`config.mk`:
```
export PLATFORM = sky130hd
export DESIGN_NAME = single_float_divide
export DESIGN_NICKNAME = d
export VERILOG_FILES = /design/src/rtl/core/sfd_pkg.sv /design/src/rtl/core/single_float_divide.sv /design/src/rtl/core/sfd_cell.sv
export SDC_FILE = /design/constraint.sdc
export NUM_CORES = 2
export LEC_CHECK = 0
export BUFFER_PORTS_ARGS = -buffer_cell sky130_fd_sc_hd__buf_2
export CAP_MARGIN = 0
export CORE_ASPECT_RATIO = 0.5
export CORE_UTILIZATION = 63
export DETAILED_ROUTE_END_ITERATION = 8
export GPL_TIMING_DRIVEN = 0
export PLACE_DENSITY = 0.92
export REMOVE_ABC_BUFFERS = 1
export SLEW_MARGIN = 20
export SYNTH_ARGS = -nofsm -noshare
export SYNTH_HDL_FRONTEND = slang
export SYNTH_SLANG_ARGS = --single-unit
```
`constraint.sdc`:
```
create_clock -name clk -period 5.1 [get_ports clk]
set_input_delay 0.51 -clock clk [delete_from_list [all_inputs] [get_ports clk]]
set_output_delay 0.51 -clock clk [all_outputs]
set_load 0.01 [all_outputs]
```
`src/rtl/core/sfd_pkg.sv`:
```
package sfd_pkg;
	localparam int unsigned QBITS = 26;
	localparam logic [31:0] ZERO_BY_ZERO = 32'h7f880000;
	localparam logic [7:0] EXP_ALL_ONES = 8'hff;
	localparam logic [9:0] EXP_BIAS = 10'd127;

	// Side information that rides with the remainder through the cell row
	typedef struct packed {
		logic        sign;
		logic [9:0]  exp;
		logic        a_zero;
		logic        b_zero;
	} side_t;

	// Payload handed from one cell to the next
	typedef struct packed {
		logic        vld;
		logic [24:0] rem;
		logic [23:0] den;
		logic [25:0] quo;
		side_t       side;
	} link_t;
endpackage

```
`src/rtl/core/single_float_divide.sv`:
```
// single_float_divide: IEEE single precision divide, dividend / divisor.
// Input transaction on s_axis: tdata = {divisor, dividend}. Output
// transaction on m_axis: tdata = quotient, tuser = {overflow, negative, zero}.
// The significands go through a row of 26 restoring cells, one quotient
// bit per cell, then a registered normalize/round stage. The row advances as a
// whole and holds only one item, so a new input is not accepted until
// the previous result has been taken.
// Denormal, NaN and infinity inputs are treated as ordinary numbers.
// Reset clears all valid bits; the block is empty after reset.
// When the receiver stalls, the result holds in the output register and
// no new input is accepted until it is taken.
module single_float_divide (
	input  logic        clk,
	input  logic        arst_n,
	input  logic        s_axis_tvalid,
	output logic        s_axis_tready,
	input  logic [63:0] s_axis_tdata,  // [31:0] dividend, [63:32] divisor
	output logic        m_axis_tvalid,
	input  logic        m_axis_tready,
	output logic [31:0] m_axis_tdata,  // [31:0] quotient
	output logic [2:0]  m_axis_tuser   // [0] zero, [1] negative, [2] overflow
);
	localparam int unsigned N = sfd_pkg::QBITS;

	sfd_pkg::link_t lnk [0:N];
	logic busy_q;
	logic acc;
	logic [31:0] a, b;
	logic [9:0] e0, e1, e2;
	logic [24:0] mant;
	logic [23:0] mnt;
	logic [31:0] q_c;
	logic z_c, o_c;
	logic sgn;
	sfd_pkg::link_t last;

	assign a = s_axis_tdata[31:0];
	assign b = s_axis_tdata[63:32];
	assign s_axis_tready = ~busy_q;
	assign acc = s_axis_tvalid & s_axis_tready;

	// Feed the first cell
	always_comb begin
		lnk[0].vld = acc;
		lnk[0].rem = {1'b0, 1'b1, a[22:0]};
		lnk[0].den = {1'b1, b[22:0]};
		lnk[0].quo = '0;
		lnk[0].side.sign = a[31] ^ b[31];
		lnk[0].side.exp = {2'b00, a[30:23]} - {2'b00, b[30:23]} + sfd_pkg::EXP_BIAS;
		lnk[0].side.a_zero = (a[30:0] == 31'd0);
		lnk[0].side.b_zero = (b[30:0] == 31'd0);
	end

	genvar g;
	generate
		for (g = 0; g < N; g++) begin : g_cell
			sfd_cell u_cell (
				.clk(clk), .arst_n(arst_n), .adv(1'b1),
				.din(lnk[g]), .dout(lnk[g+1])
			);
		end
	endgenerate

	assign last = lnk[N];

	// Normalize and round half up
	always_comb begin
		sgn = last.side.sign;
		e0 = last.side.exp;
		if (last.quo[25]) begin
			mant = {1'b0, last.quo[25:2]} + {24'd0, last.quo[1]};
			e1 = e0;
		end else begin
			mant = {1'b0, last.quo[24:1]} + {24'd0, last.quo[0]};
			e1 = e0 - 10'd1;
		end
		if (mant[24]) begin
			mnt = mant[24:1];
			e2 = e1 + 10'd1;
		end else begin
			mnt = mant[23:0];
			e2 = e1;
		end
		z_c = 1'b0;
		o_c = 1'b0;
		priority if (last.side.a_zero && last.side.b_zero) begin
			q_c = sfd_pkg::ZERO_BY_ZERO;
			o_c = 1'b1;
		end else if (last.side.b_zero) begin
			q_c = {sgn, sfd_pkg::EXP_ALL_ONES, 23'd0};
			o_c = 1'b1;
		end else if (last.side.a_zero) begin
			q_c = {sgn, 31'd0};
			z_c = 1'b1;
		end else if (!e2[9] && e2 >= 10'd255) begin
			q_c = {sgn, sfd_pkg::EXP_ALL_ONES, 23'd0};
			o_c = 1'b1;
		end else if (e2[9] || e2 == 10'd0) begin
			q_c = {sgn, 31'd0};
			z_c = 1'b1;
			o_c = 1'b1;
		end else begin
			q_c = {sgn, e2[7:0], mnt[22:0]};
		end
	end

	// Busy from acceptance until the result is taken
	always_ff @(posedge clk or negedge arst_n) begin
		if (!arst_n) begin
			busy_q <= 1'b0;
			m_axis_tvalid <= 1'b0;
		end else begin
			if (acc) busy_q <= 1'b1;
			else if (m_axis_tvalid && m_axis_tready) busy_q <= 1'b0;
			if (last.vld) m_axis_tvalid <= 1'b1;
			else if (m_axis_tready) m_axis_tvalid <= 1'b0;
		end
	end

	always_ff @(posedge clk) begin
		if (last.vld) begin
			m_axis_tdata <= q_c;
			m_axis_tuser <= {o_c, q_c[31], z_c};
		end
	end
endmodule

```
`src/rtl/core/sfd_cell.sv`:
```
module sfd_cell (
	input  logic           clk,
	input  logic           arst_n,
	input  logic           adv,
	input  sfd_pkg::link_t din,
	output sfd_pkg::link_t dout
);
	logic [25:0] diff;
	logic        take;
	sfd_pkg::link_t link_q;

	// One restoring step: compare, subtract, shift
	assign diff = {1'b0, din.rem} - {2'b00, din.den};
	assign take = ~diff[25];

	always_ff @(posedge clk or negedge arst_n) begin
		if (!arst_n) begin
			link_q <= '0;
		end else if (adv) begin
			link_q.vld  <= din.vld;
			link_q.rem  <= take ? {diff[23:0], 1'b0} : {din.rem[23:0], 1'b0};
			link_q.den  <= din.den;
			link_q.quo  <= {din.quo[24:0], take};
			link_q.side <= din.side;
		end
	end

	assign dout = link_q;
endmodule

```
==> flow_metrics.py <==
metrics = {
    "sta": {
        "rsz0062_at_grt": "false",
        "tightest_slew_ns": 1.105,
        "clock_skew_ns": 0.04652,
        "slew_headroom_pct": 26.18,
        "setup_tns_ns": 0,
        "max_freq_ghz": 0.2052,
        "setup_viol": 0,
        "worst_hold_slack_ns": 0.06852,
        "final.min_clock_period_ns": 4.873,
        "hold_violations": 0,
        "period_share_pct": 95.55,
        "slew_viol_final": 0,
    },
    "final_layout": {
        "antennaDiodeCount": 0,
        "drive_gt1_share_pct": 11.95,
        "stdcell_count": 9738,
        "stdcell_area_sq_um": 97550,
        "syn_to_final_growth_pct": 11.45,
        "register_area_sq_um": 48990,
        "fillCellCount": 8441,
        "multi_input_area_sq_um": 35440,
        "final_nets": 8446,
    },
    "clock_network": {
        "cts_max_level": 4,
        "cts_buffers": 166,
        "clk_latency_ns": 0.81,
        "cts_buffer_depth": 3,
        "cts_tree": "yes",
        "clk_pin_slew_ns": 0.07,
        "cts_resized": 0,
        "clock_sinks": 1951,
        "cts_root_buf": "clkbuf_16",
        "post_cts_buffers": 0,
    },
    "synth": {
        "ys_ff_latch": 1951,
        "netlist_top_cells_count": "dfrtp_1 (1917), inv_1 (768), ha_1 (613), a21oi_1 (457), nor2_1 (449)",
        "netlist_instances": 7471,
        "synth_top_area_share_pct": 54.80,
        "synth_edf_count": 34,
        "synth_seq_area_share_pct": 55.97,
        "synth.area.top_cells": "dfrtp_1 (55%), ha_1 (8.8%), mux2_2 (5.4%)",
        "netlist_area_sq_um": 87530,
        "synth_ff_type": "dfrtp_1",
        "synth_cell_types": 91,
        "yosys_warnings": 0,
        "yosysMostFrequentCell": "dfrtp_1",
        "synth.avg_cell_area_sq_um": 11.72,
        "yosysTopAreaCell": "dfrtp_1",
        "ys_async_sr_fraction_pct": 98.26,
    },
    "hold_path": {
        "whs_endpoint": "g_cell[0].u_cell.dout[74]",
        "worstHoldStart": "s_axis_tdata[10]",
        "hp-class": "in -> reg",
        "worstHoldPathCells": 3,
    },
    "global_routing": {
        "grt_pass1_vias": 60480,
        "antenna_found_initial": 1,
        "gr-total-overflow": 0,
        "grt_first_pass_wirelength_microns": 297900,
        "grt_max_degree": 155,
        "grt_usage_pct": 26.10,
    },
    "routing": {
        "routed_wl_microns": 180100,
        "vias": 57460,
        "drtAntennaViolNets": 0,
        "drt_iter0_markers": 4527,
        "drt-vias-per-instance": 5.900,
        "routedWlPerCell_microns": 18.49,
        "firstDrtPassIters": 9,
        "drc": 0,
    },
    "critical_path": {
        "r2r-end": "g_cell[4].u_cell.dout[68]",
        "worstSetupEndpointType": "flip-flop",
        "rr_startpoint": "g_cell[3].u_cell.dout[40]",
        "crit_arrival_ns": 5.57,
        "cp_data_required_time_ns": 5.79,
        "r2r_cells": 14,
        "r2r_setup_slack_ns": 0.23,
        "criticalPathCategory": "reg -> reg",
        "cp_max_fo": 7,
        "critPathLaunchType": "flip-flop",
    },
    "floorplanning": {
        "die-area_sq_um": 140500,
        "dieWidth_microns": 529.2,
        "rows": 96,
        "die_h_microns": 265.6,
        "core_sq_um": 137500,
        "io_pins": 105,
        "start_util_pct": 63.65,
    },
    "place": {
        "dp_hpwl_microns": 114300,
        "place_area_sq_um": 90910,
        "port_buffers": 104,
        "dp_cells": 9373,
        "gp_congestion": 0.9123,
    },
    "outcome": {
        "outcome": "complete, no violations",
    },
    "power": {
        "ir_worst_vdd_v": 0.0003975,
        "p_leak_uw": 0.04573,
        "p_per_area_nw_per_um2": 662.0,
    },
    "job": {
        "cap_violations": 0,
    },
}
## layout make-up
class | instances | share of cell area, %
Timing Repair Buffer | 200 | 1.992
Sequential cell | 1951 | 50.22
Multi-Input combinational cell | 4652 | 36.33
Clock buffer | 240 | 5.020
Clock inverter | 65 | 1.094
Inverter | 768 | 2.955
Tap cell | 1862 | 2.388
## power breakdown
part | internal (uW) | switching (uW)
Combinational | 13400 | 15000
Sequential | 20100 | 2440
Clock | 7900 | 5860
## worst max-delay path: stages (launching register included)
cell       delay [ns]
dfrtp_1          0.44
inv_1            0.07
ha_1             0.29
nor2b_1          0.13
o21ai_0          0.29
a21boi_0         0.26
o311ai_0         0.85
o2111ai_1        0.29
nand3_1          0.18
nand2_1          0.09
o41ai_2          0.66
buf_2            0.34
buf_2            0.24
buf_2            0.25
mux2_2           0.37
## cell usage in the layout (no fill, tap or decap), drive strengths merged, types with 143 or more instances in the layout
cell    synthesis  final
xnor2         341    341
dfrtp        1917   1917
mux2          422    422
a21oi         458    458
o21ai         308    308
a21o          156    156
buf            21    143
nand2         293    293
inv           768    776
nor2          449    449
clkbuf         79    241
xor2          148    148
ha            613    613
## per-stage QoR
step | worst slack (ns) | power [uW] | utilization (%)
after floorplan | 0.05103 | 43160 | -
after global placement | -34.96 | 47810 | 65.42
after detailed placement | -0.5293 | 49590 | 66.10
after CTS | 0.08554 | 64460 | 70.91
after global routing | 0.09208 | 68500 | 70.93
final | 0.2269 | 64580 | 70.93
## cells by family (layout without fill, tap and decap cells)
| logic type | after synthesis | count (layout) | share of synthesized area [%] |
|---|---|---|---|
| XOR/XNOR | 489 | 489 | 4.893 |
| flip-flops | 1951 | 1951 | 55.97 |
| AO/OA/AOI/OAI | 1569 | 1569 | 11.72 |
| AND/OR/NAND/NOR | 1492 | 1492 | 8.383 |
| buffers and inverters | 868 | 1273 | 3.765 |
| multiplexers | 462 | 462 | 5.905 |
| adder cells (fa/ha/maj) | 639 | 639 | 9.357 |
| other | 1 | 1 | 0.004284 |
## worst max path at each step
stage	endpoint	startpoint	slack [ns]
6_report	g_cell[4].u_cell.dout[68]	g_cell[3].u_cell.dout[40]	0.23
4_1_cts	m_axis_tdata[21]	g_cell[25].u_cell.dout[15]	0.09
5_1_grt	g_cell[4].u_cell.dout[68]	g_cell[3].u_cell.dout[40]	0.09
3_5_place_dp	g_cell[0].u_cell.dout[51]	arst_n	-0.53
3_3_place_gp	g_cell[0].u_cell.dout[51]	arst_n	-34.96
2_1_floorplan	g_cell[4].u_cell.dout[66]	g_cell[3].u_cell.dout[40]	0.05
## flip-flops by register name (all words and copies together), names as in the netlist
| signal | count |
|---|---|
| busy_q | 1 |
| g_cell.u_cell.dout | 1915 |
| m_axis_tdata | 32 |
| m_axis_tuser | 2 |
| m_axis_tvalid | 1 |
## layer usage
layer / up-vias / track usage, % / share of wire, %
met5: - / 0 / 0.0067
met4: 2 / 13.17 / 4.8
met3: 652 / 3.822 / 4.6
met2: 1928 / 48.58 / 53
met1: 28400 / 29.08 / 38
li1: 26480 / - / -
## what timing repair did
item                       CTS  global route
setup endpoints to repair    0           152
hold buffers                59             0
hold endpoints to repair    97             0
Power figures use the tool's default switching activity.
